--- src/rtl/sphere_frustum_cull_core_macros.svh ---
// Assertion macros shared by the sphere/frustum culling RTL.
// Each macro expects signals named clk and rst_n in the scope where it is used.
`ifndef SPHERE_FRUSTUM_CULL_CORE_MACROS_SVH
`define SPHERE_FRUSTUM_CULL_CORE_MACROS_SVH

// Same-cycle implication, disabled while reset is asserted.
`define SFC_ASSERT_NOW(label, ante, cons, msg) \
  label: assert property (@(posedge clk) disable iff (!rst_n) (ante) |-> (cons)) \
    else $error(msg);

// Next-cycle implication, disabled while reset is asserted.
`define SFC_ASSERT_NEXT(label, ante, cons, msg) \
  label: assert property (@(posedge clk) disable iff (!rst_n) (ante) |=> (cons)) \
    else $error(msg);

`endif

--- src/rtl/sfc_pkg.sv ---
// Package for the sphere/frustum culling core: opcodes, sequencer states and
// the tag that travels with each term through the shared multiply-accumulate unit.
`timescale 1ns / 1ps

package sfc_pkg;

  // Accumulator width: three exact Q32.32 products plus a shifted bias.
  localparam int ACC_W = 67;

  // Operation codes carried in the input tuser field.
  localparam logic [1:0] OP_LOAD_PLANE  = 2'd0;
  localparam logic [1:0] OP_LOAD_MATRIX = 2'd1;
  localparam logic [1:0] OP_TEST_DIRECT = 2'd2;
  localparam logic [1:0] OP_TEST_XFORM  = 2'd3;

  // Terms per dot product: one bias term and three products.
  localparam logic [1:0] LAST_TERM    = 2'd3;
  // Last transform column computed (x, y, z).
  localparam logic [2:0] LAST_XF_DOT  = 3'd2;

  typedef enum logic [2:0] {
    ST_IDLE,
    ST_XFORM,
    ST_XDRAIN,
    ST_PLANE,
    ST_PDRAIN
  } sfc_state_t;

  // Sideband for one term in flight. dot is wide enough for up to eight planes.
  typedef struct packed {
    logic       vld;
    logic       bias;
    logic       last;
    logic       xf;
    logic [2:0] dot;
  } sfc_tag_t;

endpackage

--- src/rtl/sfc_mac.sv ---
// Shared multiply-accumulate unit: one registered 32x32 signed multiply, then
// a wide accumulate. Depends on sfc_pkg for the term tag and accumulator width.
`timescale 1ns / 1ps

module sfc_mac
  import sfc_pkg::*;
(
  input  logic                    clk,
  input  logic                    rst_n,
  input  sfc_tag_t                tag_in,
  input  logic signed [31:0]      op_a,
  input  logic signed [31:0]      op_b,
  output sfc_tag_t                tag_out,
  output logic signed [ACC_W-1:0] acc,
  output logic                    busy
);

  sfc_tag_t                prod_tag_r;
  logic signed [63:0]      prod_r;
  logic signed [63:0]      prod_nxt;
  sfc_tag_t                acc_tag_r;
  logic signed [ACC_W-1:0] acc_r;
  logic signed [ACC_W-1:0] acc_nxt;

  // A bias term enters as the Q16.16 value scaled to Q32.32.
  always_comb begin
    if (tag_in.bias) begin
      prod_nxt = {{16{op_a[31]}}, op_a, 16'h0000};
    end else begin
      prod_nxt = op_a * op_b;
    end
  end

  // The bias term always opens a dot product, so it loads the accumulator.
  always_comb begin
    if (prod_tag_r.bias) begin
      acc_nxt = ACC_W'(prod_r);
    end else begin
      acc_nxt = acc_r + ACC_W'(prod_r);
    end
  end

  always_ff @(posedge clk) begin
    if (!rst_n) begin
      prod_tag_r <= '0;
      acc_tag_r  <= '0;
    end else begin
      prod_tag_r <= tag_in;
      acc_tag_r  <= prod_tag_r;
    end
  end

  always_ff @(posedge clk) begin
    if (tag_in.vld) begin
      prod_r <= prod_nxt;
    end
    if (prod_tag_r.vld) begin
      acc_r <= acc_nxt;
    end
  end

  assign tag_out = acc_tag_r;
  assign acc     = acc_r;
  assign busy    = prod_tag_r.vld;

endmodule

--- src/rtl/sphere_frustum_cull_core.sv ---
// Sphere/frustum culling core: top level with plane and matrix stores and the
// term sequencer. Depends on sfc_pkg, sfc_mac and the assertion macro header.
`timescale 1ns / 1ps

// A load transfer (op 0 or 1) writes one plane coefficient or one world-matrix
// element. A test transfer (op 2 or 3) is worked one term per cycle through a
// single shared multiply-accumulate unit: every dot product is one bias term
// plus three products, and each pass of dot products is followed by a pipeline
// drain through the memory read, multiply and accumulate registers. A direct
// test (op 2) runs one dot product per plane; a transformed test (op 3) first
// runs three transform dot products and one drain. The input is not ready while a
// test is in progress. The visibility result sits in an output register, so
// loads and the next test can be accepted while it waits to be taken. Both
// stores have no reset; a test must only read entries that were loaded.
`include "sphere_frustum_cull_core_macros.svh"

module sphere_frustum_cull_core
  import sfc_pkg::*;
#(
  parameter int NUM_PLANES = 6
) (
  input  logic         clk,
  input  logic         rst_n,
  // in_tdata, lowest bit up: row_sel[2:0], col_sel[4:3], load_value[36:5],
  // center_x[68:37], center_y[100:69], center_z[132:101], radius[163:133],
  // zero padding[167:164].
  input  logic         in_tvalid,
  output logic         in_tready,
  input  logic [167:0] in_tdata,
  // in_tuser: op[1:0].
  input  logic [1:0]   in_tuser,
  // out_tdata, lowest bit up: visible[0], zero padding[7:1].
  output logic         out_tvalid,
  input  logic         out_tready,
  output logic [7:0]   out_tdata
);

  localparam int PLANE_DEPTH = NUM_PLANES * 4;
  localparam int PA_W        = $clog2(PLANE_DEPTH);

  // Input fields.
  logic [1:0]         in_op;
  logic [2:0]         in_row_sel;
  logic [1:0]         in_col_sel;
  logic signed [31:0] in_load_value;
  logic signed [31:0] in_center [3];
  logic [30:0]        in_radius;

  assign in_op         = in_tuser;
  assign in_row_sel    = in_tdata[2:0];
  assign in_col_sel    = in_tdata[4:3];
  assign in_load_value = in_tdata[36:5];
  assign in_center[0]  = in_tdata[68:37];
  assign in_center[1]  = in_tdata[100:69];
  assign in_center[2]  = in_tdata[132:101];
  assign in_radius     = in_tdata[163:133];

  logic in_xfer;
  logic test_xfer;
  assign in_xfer   = in_tvalid && in_tready;
  assign test_xfer = in_xfer && (in_op == OP_TEST_DIRECT || in_op == OP_TEST_XFORM);

  // Coefficient stores. Plane entry index is plane*4 + coeff, matrix is row*4 + col.
  logic signed [31:0] plane_mem [PLANE_DEPTH];
  logic signed [31:0] mat_mem   [16];
  logic [PA_W-1:0]    plane_waddr;
  logic [PA_W-1:0]    plane_raddr;
  logic [3:0]         mat_raddr;
  logic signed [31:0] plane_rd_r;
  logic signed [31:0] mat_rd_r;
  logic               plane_we;
  logic               mat_we;

  assign plane_waddr = PA_W'({in_row_sel, in_col_sel});
  assign plane_we    = in_xfer && (in_op == OP_LOAD_PLANE)
                       && ({1'b0, in_row_sel} < 4'(NUM_PLANES));
  assign mat_we      = in_xfer && (in_op == OP_LOAD_MATRIX) && !in_row_sel[2];

  always_ff @(posedge clk) begin
    if (plane_we) begin
      plane_mem[plane_waddr] <= in_load_value;
    end
    if (mat_we) begin
      mat_mem[{in_row_sel[1:0], in_col_sel}] <= in_load_value;
    end
  end

  always_ff @(posedge clk) begin
    plane_rd_r <= plane_mem[plane_raddr];
    mat_rd_r   <= mat_mem[mat_raddr];
  end

  // Sequencer state and term counters.
  sfc_state_t state_r;
  sfc_state_t state_nxt;
  logic [1:0] term_r;
  logic [1:0] term_nxt;
  logic [2:0] dot_r;
  logic [2:0] dot_nxt;

  // Test operands: ctr_r is the centre as given, pt_r the point the planes see.
  logic signed [31:0] ctr_r [3];
  logic signed [31:0] pt_r  [3];
  logic [30:0]        rad_r;
  logic               vis_r;

  logic       out_tvalid_r;
  logic       out_tvalid_nxt;
  logic       out_vis_r;

  // Issue stage: one term per cycle in the two working states.
  logic       iss_vld;
  logic       iss_xf;
  logic [1:0] coeff_idx;
  logic [1:0] coord_idx;

  // Memory-read stage registers.
  sfc_tag_t           s1_tag_r;
  logic signed [31:0] s1_coord_r;
  logic signed [31:0] mac_a;

  // Accumulate stage outputs.
  sfc_tag_t                mac_tag;
  logic signed [ACC_W-1:0] mac_acc;
  logic                    mac_busy;

  logic pipe_empty;
  logic finish;
  logic dot_done;

  assign iss_vld   = (state_r == ST_XFORM) || (state_r == ST_PLANE);
  assign iss_xf    = (state_r == ST_XFORM);
  // The bias sits at coefficient d (plane) or matrix row 3; wrapping term 0 gives 3.
  assign coeff_idx = term_r - 2'd1;
  assign coord_idx = (term_r == 2'd0) ? 2'd0 : coeff_idx;

  assign plane_raddr = PA_W'({dot_r, coeff_idx});
  assign mat_raddr   = {coeff_idx, dot_r[1:0]};

  assign pipe_empty = !s1_tag_r.vld && !mac_busy && !mac_tag.vld;
  assign finish     = (state_r == ST_PDRAIN) && pipe_empty
                      && (!out_tvalid_r || out_tready);
  assign dot_done   = (term_r == LAST_TERM);

  // Next-state logic.
  always_comb begin
    state_nxt = state_r;
    unique case (state_r)
      ST_IDLE: begin
        if (test_xfer) begin
          state_nxt = (in_op == OP_TEST_XFORM) ? ST_XFORM : ST_PLANE;
        end
      end
      ST_XFORM: begin
        if (dot_done && dot_r == LAST_XF_DOT) begin
          state_nxt = ST_XDRAIN;
        end
      end
      ST_XDRAIN: begin
        if (pipe_empty) begin
          state_nxt = ST_PLANE;
        end
      end
      ST_PLANE: begin
        if (dot_done && dot_r == 3'(NUM_PLANES - 1)) begin
          state_nxt = ST_PDRAIN;
        end
      end
      ST_PDRAIN: begin
        if (finish) begin
          state_nxt = ST_IDLE;
        end
      end
      default: state_nxt = ST_IDLE;
    endcase
  end

  // Sequencer outputs: term counters and the result register's valid.
  always_comb begin
    term_nxt = term_r;
    dot_nxt  = dot_r;
    unique case (state_r)
      ST_IDLE, ST_XDRAIN: begin
        term_nxt = 2'd0;
        dot_nxt  = 3'd0;
      end
      ST_XFORM, ST_PLANE: begin
        term_nxt = term_r + 2'd1;
        if (dot_done) begin
          dot_nxt = dot_r + 3'd1;
        end
      end
      ST_PDRAIN: begin
        term_nxt = term_r;
        dot_nxt  = dot_r;
      end
      default: begin
        term_nxt = 2'd0;
        dot_nxt  = 3'd0;
      end
    endcase

    if (finish) begin
      out_tvalid_nxt = 1'b1;
    end else if (out_tready) begin
      out_tvalid_nxt = 1'b0;
    end else begin
      out_tvalid_nxt = out_tvalid_r;
    end
  end

  always_ff @(posedge clk) begin
    if (!rst_n) begin
      state_r      <= ST_IDLE;
      term_r       <= 2'd0;
      dot_r        <= 3'd0;
      out_tvalid_r <= 1'b0;
      s1_tag_r     <= '0;
    end else begin
      state_r      <= state_nxt;
      term_r       <= term_nxt;
      dot_r        <= dot_nxt;
      out_tvalid_r <= out_tvalid_nxt;
      s1_tag_r.vld  <= iss_vld;
      s1_tag_r.bias <= (term_r == 2'd0);
      s1_tag_r.last <= dot_done;
      s1_tag_r.xf   <= iss_xf;
      s1_tag_r.dot  <= dot_r;
    end
  end

  // Coordinate operand is captured alongside the memory read.
  always_ff @(posedge clk) begin
    if (iss_xf) begin
      s1_coord_r <= ctr_r[coord_idx];
    end else begin
      s1_coord_r <= pt_r[coord_idx];
    end
  end

  assign mac_a = s1_tag_r.xf ? mat_rd_r : plane_rd_r;

  sfc_mac u_mac (
    .clk     (clk),
    .rst_n   (rst_n),
    .tag_in  (s1_tag_r),
    .op_a    (mac_a),
    .op_b    (s1_coord_r),
    .tag_out (mac_tag),
    .acc     (mac_acc),
    .busy    (mac_busy)
  );

  // Dot product finish: floor to Q16.16 by dropping the low 16 bits.
  logic signed [50:0] dot_q;
  logic signed [50:0] neg_rad;
  logic               dot_fits;
  logic signed [31:0] dot_sat;
  logic               eval_vld;

  assign dot_q    = mac_acc[66:16];
  assign neg_rad  = -$signed({20'd0, rad_r});
  assign dot_fits = (dot_q[50:31] == {20{dot_q[50]}});
  assign dot_sat  = dot_fits ? dot_q[31:0]
                  : (dot_q[50] ? 32'sh8000_0000 : 32'sh7FFF_FFFF);
  assign eval_vld = mac_tag.vld && mac_tag.last;

  always_ff @(posedge clk) begin
    if (test_xfer) begin
      for (int k = 0; k < 3; k++) begin
        ctr_r[k] <= in_center[k];
        pt_r[k]  <= in_center[k];
      end
      rad_r <= in_radius;
      vis_r <= 1'b1;
    end else if (eval_vld) begin
      if (mac_tag.xf) begin
        // A transformed coordinate replaces the given one for the plane pass.
        pt_r[mac_tag.dot[1:0]] <= dot_sat;
      end else if (dot_q < neg_rad) begin
        vis_r <= 1'b0;
      end
    end
  end

  always_ff @(posedge clk) begin
    if (finish) begin
      out_vis_r <= vis_r;
    end
  end

  assign in_tready  = (state_r == ST_IDLE);
  assign out_tvalid = out_tvalid_r;
  assign out_tdata  = {7'd0, out_vis_r};

  // Nothing may be in flight while new work can be accepted.
  `SFC_ASSERT_NOW(a_idle_pipe_empty, in_tready, !s1_tag_r.vld && !mac_busy && !mac_tag.vld, "pipeline active while ready")
  // A transform result only lands during the transform pass.
  `SFC_ASSERT_NOW(a_xf_eval_state, eval_vld && mac_tag.xf, state_r == ST_XFORM || state_r == ST_XDRAIN, "transform result outside transform pass")
  // A plane result only lands during the plane pass.
  `SFC_ASSERT_NOW(a_plane_eval_state, eval_vld && !mac_tag.xf, state_r == ST_PLANE || state_r == ST_PDRAIN, "plane result outside plane pass")
  // An accepted test starts issuing terms in the next cycle.
  `SFC_ASSERT_NEXT(a_test_starts, test_xfer, state_r == ST_XFORM || state_r == ST_PLANE, "test accepted without starting")
  // Leaving the drain always presents a result.
  `SFC_ASSERT_NEXT(a_finish_result, finish, out_tvalid_r, "finished test without result")

endmodule

--- config.mk ---
export PLATFORM = sky130hd
export DESIGN_NAME = sphere_frustum_cull_core
export DESIGN_NICKNAME = d
export VERILOG_FILES = /design/src/rtl/sfc_pkg.sv /design/src/rtl/sfc_mac.sv /design/src/rtl/sphere_frustum_cull_core.sv
export VERILOG_INCLUDE_DIRS = /design/src /design/src/rtl
export SDC_FILE = /design/constraint.sdc
export NUM_CORES = 2
export LEC_CHECK = 0
export BUFFER_PORTS_ARGS = -buffer_cell sky130_fd_sc_hd__buf_2
export CAP_MARGIN = 20
export CORE_MARGIN = 4
export CORE_UTILIZATION = 50
export DETAILED_ROUTE_END_ITERATION = 10
export GPL_ROUTABILITY_DRIVEN = 0
export HOLD_SLACK_MARGIN = 0.03
export PLACE_DENSITY = 0.66
export SKIP_LAST_GASP = 1
export SLEW_MARGIN = 20
export SYNTH_ARGS = -nofsm -noshare
export SYNTH_HDL_FRONTEND = slang
export SYNTH_SLANG_ARGS = --single-unit
--- constraint.sdc ---
create_clock -name clk -period 11.7 [get_ports clk]
set_input_delay 0.585 -clock clk [delete_from_list [all_inputs] [get_ports clk]]
set_output_delay 0.585 -clock clk [all_outputs]
set_load 0.005 [all_outputs]
# == After elaboration in Yosys (flattened, before gate mapping) ==
# Memories as Yosys holds them, arrays and structs flattened. A register that Yosys moved wholly into a read port is not among the register bits.
# Index checks and enable logic that the tools add are counted.
# totals
mem_bits_rw,1472
reg_bits,222
input_bits,174
elab_cells,118
output_inout_bits,10
n_memories,4
# op_classes
n_reduce_logical,30
mux,32
bitwise_logic,2
n_eq_ne,17
order_cmp,2
mul,1
n_addsub,5
# mem_list
memory,words,word_bits,rd,rd_ports_with_merged_regs,wr,line_no,text
plane_mem,24,32,1,1,1,sphere_frustum_cull_core.sv:64,logic signed [31:0] plane_mem [PLANE_DEPTH];
mat_mem,16,32,1,1,1,sphere_frustum_cull_core.sv:65,logic signed [31:0] mat_mem [16];
ctr_r,3,32,1,0,3,sphere_frustum_cull_core.sv:102,logic signed [31:0] ctr_r [3];
pt_r,3,32,1,0,3,sphere_frustum_cull_core.sv:103,logic signed [31:0] pt_r [3];
# op_table
cell,count
32-bit 2-to-1 mux,5
67-bit by 64-bit adder with 67-bit output,1
67-bit 2-to-1 mux,1
32-bit by 32-bit multiplier with 64-bit output,1
64-bit 2-to-1 mux,1
51-bit less-than comparator,1
31-bit negator with 51-bit output,1
32-bit OR reduction,1
19-bit equality test,1
3-bit 2-to-1 mux,6
3-bit case mux with 5 select lines,1
1-bit logical AND,13
1-bit 2-to-1 mux,13
"3-bit by 2-bit equality test with 1-bit output, second input constant",3
"2-bit equality test, second input constant",3
"3-bit equality test, second input constant",2
2-bit 2-to-1 mux,3
"2-bit by 1-bit inequality test with 1-bit output, second input constant",3
"2-bit inequality test, second input constant",3
3-bit case mux with 2 select lines,1
1-bit logical NOT,5
5-bit AND reduction,1
2-bit logical NOT,2
2-bit case mux with 2 select lines,1
other kinds (13),16

# == Depth between registers and ports, before layout ==
# logic_depth
depth_word,7
depth_mapped,32
ltp_nobuf,28

# == Modules after synthesis ==
# Synthesis repeated with hierarchy kept, for this count alone.
# hier_totals
cells_unflattened,8075
area_unflattened_um2,109771.5
# modules_own_cells
module,instances,area_per_inst_um2,cells_per_inst,seq_area_each_um2
sphere_frustum_cull_core,1,64309.2,3197,48386.4
sfc_mac,1,45462.4,4878,4214.0

# == Least setup slack after synthesis ==
# Ideal clock, no wire load.
# synth_timing
kind,register to register
start,register s1_tag_r[3] in the netlist's numbering
end,"register u_mac.prod_r[63], data pin"
synth_period_minus_slack_ns,8.762
arrival_time_ns,8.495
path_slack_ns,2.938
setup_ns,0.267
n_path_buf,3
required_time_ns,11.433
path_stages_with_launch,30
path_cell_list,dfxtp_1 -> clkbuf_1 -> buf_1 -> mux2_2 -> clkbuf_1 -> nand2_1 -> inv_1 -> fa_1 -> fa_1 -> fa_1 -> fa_1 -> inv_1 -> fa_1 -> inv_1 -> fa_1 -> inv_1 -> fa_1 -> inv_1 -> fa_1 -> ha_1 -> a21o_1 -> a21o_1 -> a21oi_1 -> o21bai_1 -> a21oi_1 -> o21ai_0 -> or3_1 -> o21ai_0 -> xnor2_1 -> o21ai_0
# synth_via
elab_chain_cells,3
# synth_rtl
item,line_no,text
start: declaration,sphere_frustum_cull_core.sv:118,sfc_tag_t s1_tag_r;
32-bit 2-to-1 mux (*),sphere_frustum_cull_core.sv:241,assign mac_a = s1_tag_r.xf ? mat_rd_r : plane_rd_r;
32-bit by 32-bit multiplier with 64-bit output,sfc_mac.sv:30,prod_nxt = op_a * op_b;
64-bit 2-to-1 mux (*),sfc_mac.sv:27,if (tag_in.bias) begin
named net u_mac.prod_nxt[63],sfc_mac.sv:20,logic signed [63:0] prod_nxt;
end signal: assignment,sfc_mac.sv:55,prod_r <= prod_nxt;
end: declaration,sfc_mac.sv:19,logic signed [63:0] prod_r;
# Mark *: on every way through the listed nets, which the timed path passes. The rest lies on a longest branch.
# A chain may end at the register's enable or synchronous reset.

# == Final worst setup path ==
# Same ends and word-level chain as after synthesis.

==> summary.md <==
| Metric | Value |
|---|---|
| Area share of the largest cell type after synthesis | 45.7% |
| Worst Setup Path Type | flip-flop to flip-flop |
| Cell types with the largest area share after synthesis | edfxtp_1 46%, fa_1 20%, mux4_2 8.6% |
| Ys Warns | 0 |
| Leading cell types in the layout, fill and taps excluded | 1667 x edfxtp_1, 1083 x fa_1, 1017 x inv_1 |
| Slew Viols, Final | 0 |
| Buffers on Ports | 172 |
| Setup tns final | 0 ns |
| CTS root buf | clkbuf_16 |
| Wire per inst | 24.0 microns |
| Number of iterations in the first detailed-routing pass | 7 |
| Post-cts repair resize count | 0 |
| Initial Utilization | 50.4% |
| Post-Place Setup Slack | 1.76 ns |
| Top flip-flop cell by instance count after synthesis | edfxtp_1 |
| Biggest area consumer among synthesized cells | edfxtp_1 |
| CTS buffer count | 177 |
| Clk pin slew, worst setup/hold paths | 0.06 ns |
| Finished Core Util | 55.7% |
| Vertical die dimension | 476 microns |
| Startpoint kind of the worst setup timing path | flip-flop |
| Final clock period utilization by the worst path | 83.9% |
| CTS Hold Bufs | 127 |
| Post-synth EDFFs | 1667 |
| Routed wire length | 270 mm |
| Critical Path AT | 10.34 ns |
| Count of H-tree levels built during CTS | 4 |
| Detailed placer's ending HPWL | 183 mm |
| Yosys cell types | 97 |
| Placeable core area | 217000 sq um |
| Global-route usage over all layers | 24.4% |
| Slew at the pin closest to its max-slew limit | 1.08 ns |
| Longest Clk Path Bufs | 3 |
| Final antenna-violating net count | 0 |
| Final Hold Viols | 0 |
| Instance count of the mapped netlist | 8007 |
| Horizontal die dimension | 476 microns |
| Post-synthesis register bit count | 1790 |
| Via count of the first global-routing pass | 69000 |
| Count of maximum capacitance violations | 0 |
| Max Fclk | 0.102 GHz |
| Post-CTS Setup Inserts | 0 |
| Shortest period the worst path allows | 9.82 ns |
| Unrepaired setup endpoints after global routing | false |
| # DRC | 0 |
| Worst Path Required | 12.22 ns |
| First-pass GRT wire length | 417 mm |
| Mapped cell area | 109000 sq um |
| Number of antenna violations at the first check in global routing | 14 |
| I/O pin total | 184 |
| Area of the die | 227000 sq um |
| Clock latency reported for the late side of the worst-skew pair | 0.84 ns |
| Most frequent standard cell in the layout excluding fill and tap cells | edfxtp_1 |
| Area Overhead vs Synth | 10.5% |
| Status | finished, final reports clean |
| Setup WS post-layout | 1.88 ns |
| Crit path capture type | flip-flop |
| GRT Residual Overflow | 0 |
| Number of vias in the routed layout | 64300 |
| Clock Skews | 0.0799 ns |
| Number of nets in the final layout | 9763 |
| Min-delay worst type | input pin to flip-flop |
| Layout cell share with drive strength beyond 1 | 14.1% |
| Mean Syn Cell Area | 13.7 sq um |
| Count of routing violations after the opening detailed-route iteration | 5769 |
| Number of setup violations in the final report | 0 |
| Relative slew margins | 26.1% |
| Clk sink count | 1790 |
| Largest net degree at the start of global routing | 84 |
| Sequential share of the synthesized area | 48.0% |
| Vias per cell | 5.73 |
| Fillers | 17200 |
| Ys async rst share | 0% |
| Largest fanout of any net on the critical path | 22 |
| TritonCTS clock tree | yes |
| Core Rows | 171 |
-- worst max-delay path, cell delays in order, from the launching register on --
cell and delay (ns):
dfxtp_2 0.85, mux2_2 0.69, buf_4 0.40, nand2_1 0.12, fa_1 0.54, inv_1 0.07, fa_1 0.46, fa_1 0.51
inv_1 0.05, fa_1 0.47, inv_1 0.05, fa_1 0.49, fa_1 0.58, fa_1 0.45, fa_1 0.46, ha_1 0.49
nand4_2 0.29, nor3_1 0.29, a22oi_1 0.09, a21boi_0 0.26, o31ai_4 0.44, a31oi_2 0.23, o41ai_1 0.68, o21ai_0 0.24
xnor2_1 0.18, o21ai_0 0.08
-- worst paths after layout --
kind	startpoint	end	slack, ns	depth (start not counted)
setup / recovery	s1_tag_r[3]	u_mac.prod_r[63]	1.88	25
hold / removal	in_tuser[1]	state_r[1]	0.21	4
setup reg to reg	s1_tag_r[3]	u_mac.prod_r[63]	1.88	25
hold reg to reg	u_mac.prod_tag_r[0]	u_mac.tag_out[0]	0.40	1
-- layout make-up --
cell class | count | area [sq um] | area share, %
multi-input combinational | 4779 | 51800 | 42.8
antenna | 5 | 12.5 | 0.0103
clock inverter | 112 | 1340 | 1.11
tap | 2854 | 3570 | 2.95
inverter | 1019 | 3830 | 3.16
sequential | 1790 | 52600 | 43.4
clock buffer | 220 | 4730 | 3.91
timing repair buffer | 432 | 3140 | 2.60
-- routing by layer --
layer  share of wire, %  GRT usage (%)  wire (microns)  up-vias
met5              0.022              0              60        -
met4                3.7           8.42            9930       10
met3                6.1           3.50           16400      457
met2                 51           41.8          137000     2173
met1                 40           32.0          107000    33800
li1                   -              -               -    27900
-- kinds of logic (layout without fill, tap and decap cells) --
family | count (synthesis) | in the layout | share of synthesized area (%)
compound gates | 798 | 798 | 4.47
xor+xnor | 157 | 157 | 1.26
fa+ha+maj | 1390 | 1390 | 23.3
buf+inv | 1444 | 1783 | 5.01
flops | 1790 | 1790 | 48.0
mux | 521 | 521 | 9.60
other cells | 1 | 12 | 0.00343
simple gates | 1906 | 1906 | 8.37
-- per-stage QoR --
| stage | instance area, sq um | hold slack [ns] | std cells |
|---|---|---|---|
| floorplan | 109000 | 0.412 | 8013 |
| global placement | 114000 | 0.414 | 10700 |
| detailed placement | 114000 | 0.419 | 10700 |
| CTS | 121000 | 0.139 | 11200 |
| global route | 121000 | 0.196 | 11200 |
| finish | 121000 | 0.207 | 11200 |
-- registers in the layout, summed over array words and instances, names as in the netlist, 6 cells and up --
name / flops
ctr_r: 96
mat_mem: 512
mat_rd_r: 32
plane_mem: 768
plane_rd_r: 32
pt_r: 128
rad_r: 31
s1_coord_r: 32
s1_tag_r: 6
u_mac.acc: 67
u_mac.prod_r: 64
-- cells in the mapped netlist, types with 38 or more instances --
library cell	instances
mux4_2	416
xnor2_1	76
clkbuf_1	344
fa_1	1083
nand2_1	900
and2_1	539
o21ai_0	314
a31oi_1	44
nor3_1	56
inv_1	1018
a21oi_1	193
ha_1	307
a21o_1	68
dfxtp_1	123
nand4_1	38
buf_1	51
edfxtp_1	1667
nor2_1	201
mux2_2	70
xor2_1	81
Power is left out: the tool's default activity adds up to more than one toggle a clock period on the data nets, which glitch-free logic cannot reach.
